### src/hw/rtl/nine_slice_mesh_generator_top_assert.svh
// Assertion macros for the nine-slice mesh generator.
// Used by nine_slice_mesh_generator_top; no other dependencies.
`ifndef NINE_SLICE_MESH_GENERATOR_TOP_ASSERT_SVH
`define NINE_SLICE_MESH_GENERATOR_TOP_ASSERT_SVH
`ifndef ASSERT_OFF
`define NSM_ASSERT_IMPLY(label, clk, rst, ante, cons) \
   label: assert property (@(posedge clk) disable iff (rst) (ante) |-> (cons)) \
      else $error("nsm assertion failed");
`define NSM_ASSERT_NEXT(label, clk, rst, ante, cons) \
   label: assert property (@(posedge clk) disable iff (rst) (ante) |=> (cons)) \
      else $error("nsm assertion failed");
`else
`define NSM_ASSERT_IMPLY(label, clk, rst, ante, cons)
`define NSM_ASSERT_NEXT(label, clk, rst, ante, cons)
`endif
`endif

### src/hw/rtl/nsm_pkg.sv
// Shared types, constants and per-stage functions of the nine-slice mesh generator.
// No dependencies.
package nsm_pkg;

   localparam logic [16:0] ONE_Q16 = 17'h10000;
   localparam int DIV_BITS = 16;
   localparam int BITS_PER_STAGE = 2;
   localparam int DIV_STAGES = DIV_BITS / BITS_PER_STAGE;
   localparam int NSTG = DIV_STAGES + 1;

   typedef enum logic {PH_VERT, PH_TRI} phase_type;

   typedef struct packed {
      logic [16:0] s;
      logic [16:0] e;
      logic [17:0] sum;
      logic        dv;
      logic [16:0] rs;
      logic [16:0] re;
      logic [15:0] qs;
      logic [15:0] qe;
      logic [15:0] size;
      logic [15:0] corner;
   } axis_type;

   typedef struct packed {
      logic     quad;
      axis_type x;
      axis_type y;
   } item_type;

   typedef struct packed {
      logic             four;
      logic [3:0][15:0] pos;
      logic [3:0][16:0] uv;
   } pts_type;

   typedef struct packed {
      logic    quad;
      pts_type x;
      pts_type y;
   } mesh_type;

   // Clamp both cuts and form their sum; the remainders start at the cuts.
   function automatic axis_type axis_init(logic [16:0] ca, logic [16:0] cb,
                                          logic [15:0] size, logic [15:0] corner);
      axis_type a;
      a.s = (ca > ONE_Q16) ? ONE_Q16 : ca;
      a.e = (cb > ONE_Q16) ? ONE_Q16 : cb;
      a.sum = {1'b0, a.s} + {1'b0, a.e};
      a.dv = (a.sum > {1'b0, ONE_Q16});
      a.rs = a.s;
      a.re = a.e;
      a.qs = '0;
      a.qe = '0;
      a.size = size;
      a.corner = corner;
      return a;
   endfunction

   // One restoring division step: {quotient bit, new remainder}.
   function automatic logic [17:0] rstep(logic [16:0] r, logic [17:0] d);
      logic [17:0] r2;
      logic [17:0] df;
      r2 = {r, 1'b0};
      df = r2 - d;
      if (r2 >= d) begin
         return {1'b1, df[16:0]};
      end
      return {1'b0, r2[16:0]};
   endfunction

   // Advance both divisions of one axis by a stage's worth of bits.
   function automatic axis_type axis_div(axis_type ai);
      axis_type    a;
      logic [17:0] t;
      a = ai;
      for (int i = 0; i < BITS_PER_STAGE; i++) begin
         t = rstep(a.rs, a.sum);
         a.rs = t[16:0];
         a.qs = {a.qs[14:0], t[17]};
         t = rstep(a.re, a.sum);
         a.re = t[16:0];
         a.qe = {a.qe[14:0], t[17]};
      end
      return a;
   endfunction

   // Work out the slice points of one axis.
   function automatic pts_type axis_pts(axis_type a);
      pts_type     p;
      logic [16:0] su;
      logic [16:0] eu;
      logic [16:0] ef;
      logic [15:0] c;
      logic [15:0] half;
      su = a.dv ? {1'b0, a.qs} : a.s;
      ef = a.dv ? {1'b0, a.qe} : a.e;
      eu = ONE_Q16 - ef;
      half = {1'b0, a.size[15:1]};
      c = (a.corner > half) ? half : a.corner;
      p.four = (a.corner != '0) && (eu > su) && !((su == '0) && (eu == ONE_Q16));
      if (p.four) begin
         p.pos = {a.size, 16'(a.size - c), c, 16'd0};
         p.uv = {ONE_Q16, eu, su, 17'd0};
      end else begin
         p.pos = {16'd0, 16'd0, a.size, 16'd0};
         p.uv = {17'd0, 17'd0, ONE_Q16, 17'd0};
      end
      return p;
   endfunction

endpackage

### src/hw/rtl/nsm_expand.sv
// Result emitter: walks one mesh's vertices and triangles, one transfer a cycle while rsp_ready allows.
// Depends on nsm_pkg.
module nsm_expand (
   input  logic              clock,
   input  logic              reset,
   input  logic              mesh_valid,
   input  nsm_pkg::mesh_type mesh,
   output logic              mesh_ready,
   output logic              rsp_valid,
   input  logic              rsp_ready,
   output logic              rsp_kind,
   output logic [15:0]       rsp_pos_x,
   output logic [15:0]       rsp_pos_y,
   output logic [16:0]       rsp_tex_u,
   output logic [16:0]       rsp_tex_v,
   output logic [3:0]        rsp_index_a,
   output logic [3:0]        rsp_index_b,
   output logic [3:0]        rsp_index_c,
   output logic              rsp_last
);

   nsm_pkg::mesh_type  mesh_ff;
   logic               busy_ff, busy_in;
   nsm_pkg::phase_type phase_ff, phase_in;
   logic [1:0]         row_ff, row_in, col_ff, col_in;
   logic               half_ff, half_in;
   logic               valid_ff;
   logic               kind_ff, kind_in, last_ff, last_in;
   logic [15:0]        px_ff, px_in, py_ff, py_in;
   logic [16:0]        tu_ff, tu_in, tv_ff, tv_in;
   logic [3:0]         ia_ff, ia_in, ib_ff, ib_in, ic_ff, ic_in;
   logic               out_en, done;
   logic [1:0]         nc, nr, ce;
   logic [3:0]         b, cols;

   assign out_en = !valid_ff || rsp_ready;
   assign nc = mesh_ff.x.four ? 2'd3 : 2'd1;
   assign nr = mesh_ff.y.four ? 2'd3 : 2'd1;
   assign cols = mesh_ff.x.four ? 4'd4 : 4'd2;
   assign done = (phase_ff == nsm_pkg::PH_TRI) && half_ff && (row_ff == nr - 2'd1)
                 && (col_ff == nc - 2'd1);
   assign mesh_ready = !busy_ff || (out_en && done);

   // Advance the walk counters
   always_comb begin
      busy_in = busy_ff;
      phase_in = phase_ff;
      row_in = row_ff;
      col_in = col_ff;
      half_in = half_ff;
      if (busy_ff && out_en) begin
         if (phase_ff == nsm_pkg::PH_VERT) begin
            if (col_ff == nc) begin
               col_in = 2'd0;
               if (row_ff == nr) begin
                  row_in = 2'd0;
                  half_in = 1'b0;
                  phase_in = nsm_pkg::PH_TRI;
               end else begin
                  row_in = row_ff + 2'd1;
               end
            end else begin
               col_in = col_ff + 2'd1;
            end
         end else begin
            half_in = !half_ff;
            if (half_ff) begin
               if (col_ff == nc - 2'd1) begin
                  col_in = 2'd0;
                  row_in = row_ff + 2'd1;
               end else begin
                  col_in = col_ff + 2'd1;
               end
               if (done) begin
                  busy_in = 1'b0;
               end
            end
         end
      end
      if (mesh_valid && mesh_ready) begin
         busy_in = 1'b1;
         phase_in = nsm_pkg::PH_VERT;
         row_in = 2'd0;
         col_in = 2'd0;
         half_in = 1'b0;
      end
   end

   // Form the next result item
   always_comb begin
      // the single quad walks its top row right to left
      ce = (mesh_ff.quad && row_ff[0]) ? {col_ff[1], ~col_ff[0]} : col_ff;
      b = mesh_ff.x.four ? {row_ff, col_ff} : {1'b0, row_ff, col_ff[0]};
      kind_in = (phase_ff == nsm_pkg::PH_TRI);
      last_in = done;
      px_in = '0;
      py_in = '0;
      tu_in = '0;
      tv_in = '0;
      ia_in = '0;
      ib_in = '0;
      ic_in = '0;
      if (phase_ff == nsm_pkg::PH_VERT) begin
         px_in = mesh_ff.x.pos[ce];
         py_in = mesh_ff.y.pos[row_ff];
         tu_in = mesh_ff.x.uv[ce];
         tv_in = mesh_ff.y.uv[row_ff];
      end else if (mesh_ff.quad) begin
         ib_in = half_ff ? 4'd2 : 4'd1;
         ic_in = half_ff ? 4'd3 : 4'd2;
      end else begin
         ia_in = b;
         ib_in = half_ff ? b + cols + 4'd1 : b + 4'd1;
         ic_in = half_ff ? b + cols : b + cols + 4'd1;
      end
   end

   // Hold control state
   always_ff @(posedge clock) begin
      if (reset) begin
         busy_ff <= 1'b0;
         valid_ff <= 1'b0;
         phase_ff <= nsm_pkg::PH_VERT;
         row_ff <= '0;
         col_ff <= '0;
         half_ff <= 1'b0;
      end else begin
         busy_ff <= busy_in;
         phase_ff <= phase_in;
         row_ff <= row_in;
         col_ff <= col_in;
         half_ff <= half_in;
         if (out_en) begin
            valid_ff <= busy_ff;
         end
      end
   end

   // Load mesh and output payload
   always_ff @(posedge clock) begin
      if (mesh_valid && mesh_ready) begin
         mesh_ff <= mesh;
      end
      if (out_en && busy_ff) begin
         kind_ff <= kind_in;
         last_ff <= last_in;
         px_ff <= px_in;
         py_ff <= py_in;
         tu_ff <= tu_in;
         tv_ff <= tv_in;
         ia_ff <= ia_in;
         ib_ff <= ib_in;
         ic_ff <= ic_in;
      end
   end

   assign rsp_valid = valid_ff;
   assign rsp_kind = kind_ff;
   assign rsp_pos_x = px_ff;
   assign rsp_pos_y = py_ff;
   assign rsp_tex_u = tu_ff;
   assign rsp_tex_v = tv_ff;
   assign rsp_index_a = ia_ff;
   assign rsp_index_b = ib_ff;
   assign rsp_index_c = ic_ff;
   assign rsp_last = last_ff;

endmodule

### config.mk
export PLATFORM = sky130hd
export DESIGN_NAME = nsm_expand
export DESIGN_NICKNAME = d
export VERILOG_FILES = /design/src/hw/rtl/nine_slice_mesh_generator_top_assert.svh /design/src/hw/rtl/nsm_pkg.sv /design/src/hw/rtl/nsm_expand.sv
export SDC_FILE = /design/constraint.sdc
export NUM_CORES = 1
export LEC_CHECK = 0
export BUFFER_PORTS_ARGS = -buffer_cell sky130_fd_sc_hd__buf_2
export CORE_MARGIN = 2
export CORE_UTILIZATION = 57
export CTS_CLUSTER_DIAMETER = 200
export DETAILED_ROUTE_END_ITERATION = 16
export PLACE_DENSITY = 0.85
export SYNTH_ARGS = -nofsm -noshare
export SYNTH_HDL_FRONTEND = slang
export SYNTH_SLANG_ARGS = --single-unit
### constraint.sdc
create_clock -name clock -period 17.14 [get_ports clock]
set_input_delay 1.714 -clock clock [delete_from_list [all_inputs] [get_ports clock]]
set_output_delay 1.714 -clock clock [all_outputs]
set_load 0.1 [all_outputs]
# ---- Word level (Yosys, flattened, before mapping)
# Index checks and enable logic that the tools add are counted.
dict set report op_classes {
  bitwise 2
  addsub 7
  eq_ne 6
  mux 39
  n_reduce_logical 24
  magnitude_cmp 2
}
# cell n
set ops {}
lappend ops {{17-bit binary-select mux with 2-bit select} 2}
lappend ops {{16-bit binary-select mux with 2-bit select} 2}
lappend ops {{17-bit two-way mux} 2}
lappend ops {{16-bit two-way mux} 2}
lappend ops {{2-bit two-way mux} 12}
lappend ops {{4-bit two-way mux} 5}
lappend ops {{1-bit two-way mux} 13}
lappend ops {{2-bit nonzero test} 6}
lappend ops {{4-bit by 1-bit adder with 4-bit output, second input constant} 2}
lappend ops {{2-bit equality test} 4}
lappend ops {{4-bit AND reduction} 2}
lappend ops {{1-bit logical AND} 7}
lappend ops {{2-bit by 3-bit < comparator with 1-bit output, second input constant} 2}
lappend ops {{2-bit by 1-bit adder with 2-bit output, second input constant} 2}
lappend ops {{4-bit by 3-bit adder with 4-bit output} 1}
lappend ops {{2-bit by 1-bit inequality test with 1-bit output, second input constant} 2}
lappend ops {{2-bit OR reduction} 2}
lappend ops {{2-bit by 1-bit subtractor with 2-bit output, second input constant} 2}
lappend ops {{1-bit logical NOT} 3}
lappend ops {{3-bit two-way mux} 1}
lappend ops {{3-bit AND reduction} 1}
lappend ops {{1-bit logical OR} 2}
lappend ops {{1-bit inverter} 2}
lappend ops {{2-bit AND reduction} 1}
dict set report totals {
  regBits 355
  input_bits 271
  output_inout_bits 82
  elab_cells 114
}

# ---- Depth between registers and ports, before layout
dict set report logic_depth {
  ltp_word 10
  mapped_depth 10
  ltp_nobuf 7
}

# ---- Least setup slack after synthesis
# OpenSTA, ideal clock, no wires.
dict set report synth_path {
  path_kind {input port to flip-flop}
  from {input rsp_ready}
  to {register mesh_ff[0] (netlist name) (enable)}
  n_path_buf 0
  t_required_ns 16.480
  arrival_ns 8.892
  cell_stages 3
  setup_slack_ns 7.588
  setup_time_ns 0.660
  cell_sequence {nand2b_1 > a41o_1 > and2_1}
}
dict set report synth_via {
  elab_chain_len 4
}
# item line
set synth_lines {}
lappend synth_lines {{from (decl)} nsm_expand.sv:10} ;# input logic rsp_ready,
lappend synth_lines {{1-bit logical OR} nsm_expand.sv:36} ;# assign out_en = !valid_ff || rsp_ready;
lappend synth_lines {{1-bit logical AND} nsm_expand.sv:42} ;# assign mesh_ready = !busy_ff || (out_en && done);
lappend synth_lines {{1-bit logical OR} nsm_expand.sv:42}
lappend synth_lines {{net mesh_ready} nsm_expand.sv:8} ;# output logic mesh_ready,
lappend synth_lines {{1-bit logical AND} nsm_expand.sv:141} ;# if (mesh_valid && mesh_ready) begin
lappend synth_lines {{to (signal assigned)} nsm_expand.sv:142} ;# mesh_ff <= mesh;
lappend synth_lines {{to (decl)} nsm_expand.sv:22} ;# nsm_pkg::mesh_type mesh_ff;
# The timed path passes the listed nets, and every way through them passes these cells.
# A chain may end at the register's enable or synchronous reset.

# ---- Final worst setup path
dict set report layout_path {
  from {input rsp_ready}
  to {output mesh_ready}
}
dict set report layout_via {
  elab_chain_len 3
}
# item line
set layout_lines {}
lappend layout_lines {{1-bit logical OR} nsm_expand.sv:36}
lappend layout_lines {{1-bit logical AND} nsm_expand.sv:42}
lappend layout_lines {{1-bit logical OR} nsm_expand.sv:42}
lappend layout_lines {{to (decl)} nsm_expand.sv:8}
# No other way between the ends.

==> results.toml <==
[status]
status = "completed"

[setup_path]
startpoint_type = "input pin"
worstPathRequired_ps = 15430
worstPathArrival_ps = 2750
crit_path_end_kind = "primary output"
r2r_cells = 5
path_buf_inv = 2
cpPeakStageDelay_ps = 470
reg2reg_slack_ps = 12800
crit_chain = "buf_2 > nand2b_1 > a41o_1 > buf_2"
crit_type = "input pin to primary output"
crit_slowest_cell = "buf_2"
crit_top_cell = "buf_2"
timing.rr.end = "mesh_ff[201]"
crit_family = "buffers and inverters"
r2r-start = "kind_in"
cp_max_fo = 6

[clock_network]
clkLatencyLatePin_ps = 520
post_cts_buffers = 0
cts_hold_buf = 0
cts_made_buffers = 37
cts_resized = 0
cts_tree = "built"
path_clk_slew_ps = 60
cts_htree_levels = 2
root_buffer = "clkbuf_16"
clock-sinks = 355
cts_buffer_depth = 3

[worst_hold_path]
hold-path-endpoint = "rsp_valid"
min_from = "busy_ff"
min_path_cells = 2
hold_path.class = "register to register"

[pwr]
p_int_w = 0.001552
switching_share_pct = 23.38
power.density_nw_per_um2 = 121.4
p_comb_share_pct = 9.7
clkPwrFrac_pct = 39.5
irDropWorstVdd_mv = 0.09416
switchingPower_w = 0.0004737
p_leak_nw = 6.229
seqPwrFrac_pct = 50.8

[detailed_routing]
vias_per_cell = 5.479
drt-initial-drc-count = 615
postRouteAntennaNets = 0
dr.pass1.iters = 5
vias = 7841
drc = 0
wl_per_cell_um = 20.99
totalWireLength_um = 30040

[timing]
post-route-min-period_ps = 4467
max_slew_margin_pct = 22.38
setup_viol = 0
rsz0062_at_grt = "no"
tightest_slew_ps = 1161
clock.fmax_mhz = 223.9
finalHoldViolCount = 0
fin_tns_setup_ps = 0
min_period_over_period_pct = 26.06
drv_slew = 0
fin_skew_ps = 22.35

[yosys]
seq_area_frac_synth_pct = 78.34
synth.area.top_cells = "edfxtp_1 77%, mux4_2 5.5%, a211oi_1 1.9%"
synth-edff-count = 347
synth_top_cell_by_area = "edfxtp_1"
synth_warnings = 0
synth_fp_nets = 1005
synthMostInstantiatedCell = "edfxtp_1"
synthXorXnorAreaFrac_pct = 0.6578
synth_mux_area_share_pct = 5.809
yosys.area_share.simple_pct = 6.559
synth_top_family_by_area = "simple AND/OR/NAND/NOR gates"
synth_compound_area_share_pct = 6.031
synth_area_per_cell_sq_um = 18.48
netlist_instances = 731
synthTopCellsByCount = "347 x edfxtp_1, 44 x nor2_1, 43 x nand2_1"
netlist_area_sq_um = 13510
synth_cell_types = 46
ys_ff_latch = 355
synth_top_area_share_pct = 77.15
synthAdderAreaFrac_pct = 0.2779
ys.flop_type = "edfxtp_1"
async_reset_ff_share_pct = 0

[global_route]
grt_pass1_wl_um = 42990
antenna_found_initial = 1
grt_max_degree = 80
grt_pass1_vias = 8045
gr-total-overflow = 0
gr-usage-all-layers_pct = 23.30

[floorplan]
coreArea_sq_um = 23330
dieHeight_um = 157.9
initial_core_util_pct = 57.88
ios = 353
die_width_um = 157.9
die_area_sq_um = 24940
rows = 56

[place]
dp_hpwl_um = 19730
io_buffers = 352
dpl_cell_area_sq_um = 15460
gp_congestion = 0.7882

[job]
maxCapViolations = 0

[cells_and_area]
finalInstanceArea_sq_um = 16690
drive_gt1_share_pct = 41.80
final_nets = 1358
syn2layout_area_growth_pct = 23.56
[how the worst max path moves through the flow]
stage	start	end	slack [ps]	cells past startpoint
after floorplan	rsp_ready	mesh_ff[0]	7590	3
after global placement	rsp_ready	mesh_ff[217]	12220	6
after detailed placement	rsp_ready	mesh_ff[249]	12110	6
after CTS	rsp_ready	mesh_ready	12660	4
after global routing	rsp_ready	mesh_ff[199]	12410	6
final	rsp_ready	mesh_ready	12670	4
[registers in the layout, indices dropped and copies added (netlist names)]
name,cells
kind_in,1
rsp_last,1
busy_ff,1
col_ff,2
row_ff,2
rsp_tex_u,17
rsp_pos_y,16
rsp_kind,1
rsp_index_c,4
rsp_tex_v,17
rsp_pos_x,16
mesh_ff,267
rsp_valid,1
half_ff,1
rsp_index_b,4
rsp_index_a,4
[routing by layer]
metal	GRT usage (%)	vias to the layer above	share of wire, %
li1	-	3571	-
met2	41.24	396	52
met3	7.720	56	11
met4	7.576	2	2.4
met5	0	-	0.043
met1	26.79	3816	35
[kinds of logic (layout without fill, tap and decap cells)]
family,Yosys count,count (layout)
xor+xnor,8,8
compound gates,99,99
simple gates,175,175
buf+inv,54,433
flops,355,355
mux,37,37
fa+ha+maj,3,3
other cells,0,2
[layout make-up]
type	count	area, sq um
Antenna cell	2	5.005
Timing Repair Buffer	360	1822
Clock inverter	23	235.2
Inverter	8	32.53
Multi-Input combinational cell	322	2621
Sequential cell	355	10590
Tap cell	319	399.1
Clock buffer	42	987.2
Fill cell	1498	6645
[metrics by stage]
step                power, W  cells  worst slack (ps)  hold WS [ps]  util, %
floorplan           0.001190    731              7588         407.4        -
global placement    0.001237   1364             12220         509.2    66.26
detailed placement  0.001244   1364             12110         514.0    66.26
CTS                 0.002042   1429             12660         534.2    71.50
global route        0.002085   1429             12410         597.9    71.50
finish              0.002026   1431             12670         534.0    71.52
[power groups by stage]
stage          Combinational [W]  Sequential (W)  Clock, W
2_1_floorplan          0.0000518         0.00114         0
3_3_place_gp            0.000193         0.00104         0
3_5_place_dp            0.000197         0.00105         0
6_report                0.000197         0.00103  0.000800
5_1_grt                 0.000208         0.00103  0.000845
4_1_cts                 0.000198         0.00103  0.000815
[tightest hold or removal path, cell delays in order (launching register included)]
cell,delay (ps)
dfxtp_1,340
inv_1,80
a21oi_1,60
[cells in the final DEF, fill, tap and decap left out, types with 2 or more instances in the layout]
master | synthesis | routed
xnor2_1 | 4 | 4
o21ai_0 | 5 | 5
clkinv_2 | 0 | 4
ha_1 | 3 | 3
nor3_1 | 2 | 2
nor2_1 | 44 | 44
diode_2 | 0 | 2
and2_1 | 34 | 33
a211oi_1 | 34 | 34
o211ai_1 | 2 | 2
a221oi_2 | 10 | 10
buf_4 | 4 | 8
clkinv_1 | 0 | 12
nand2_1 | 43 | 43
or3_1 | 2 | 2
a221oi_1 | 24 | 24
dfxtp_2 | 0 | 4
edfxtp_1 | 347 | 347
xor2_1 | 3 | 3
nor2b_1 | 5 | 5
mux4_2 | 33 | 33
dfxtp_1 | 8 | 4
or4_1 | 2 | 2
nand2b_1 | 35 | 35
mux2i_1 | 3 | 3
clkbuf_1 | 20 | 3
a21oi_1 | 14 | 14
buf_2 | 10 | 352
and3b_1 | 2 | 2
bufinv_16 | 0 | 5
inv_1 | 8 | 7
clkbuf_16 | 0 | 39
No activity file was read; power rests on OpenSTA's default activity.
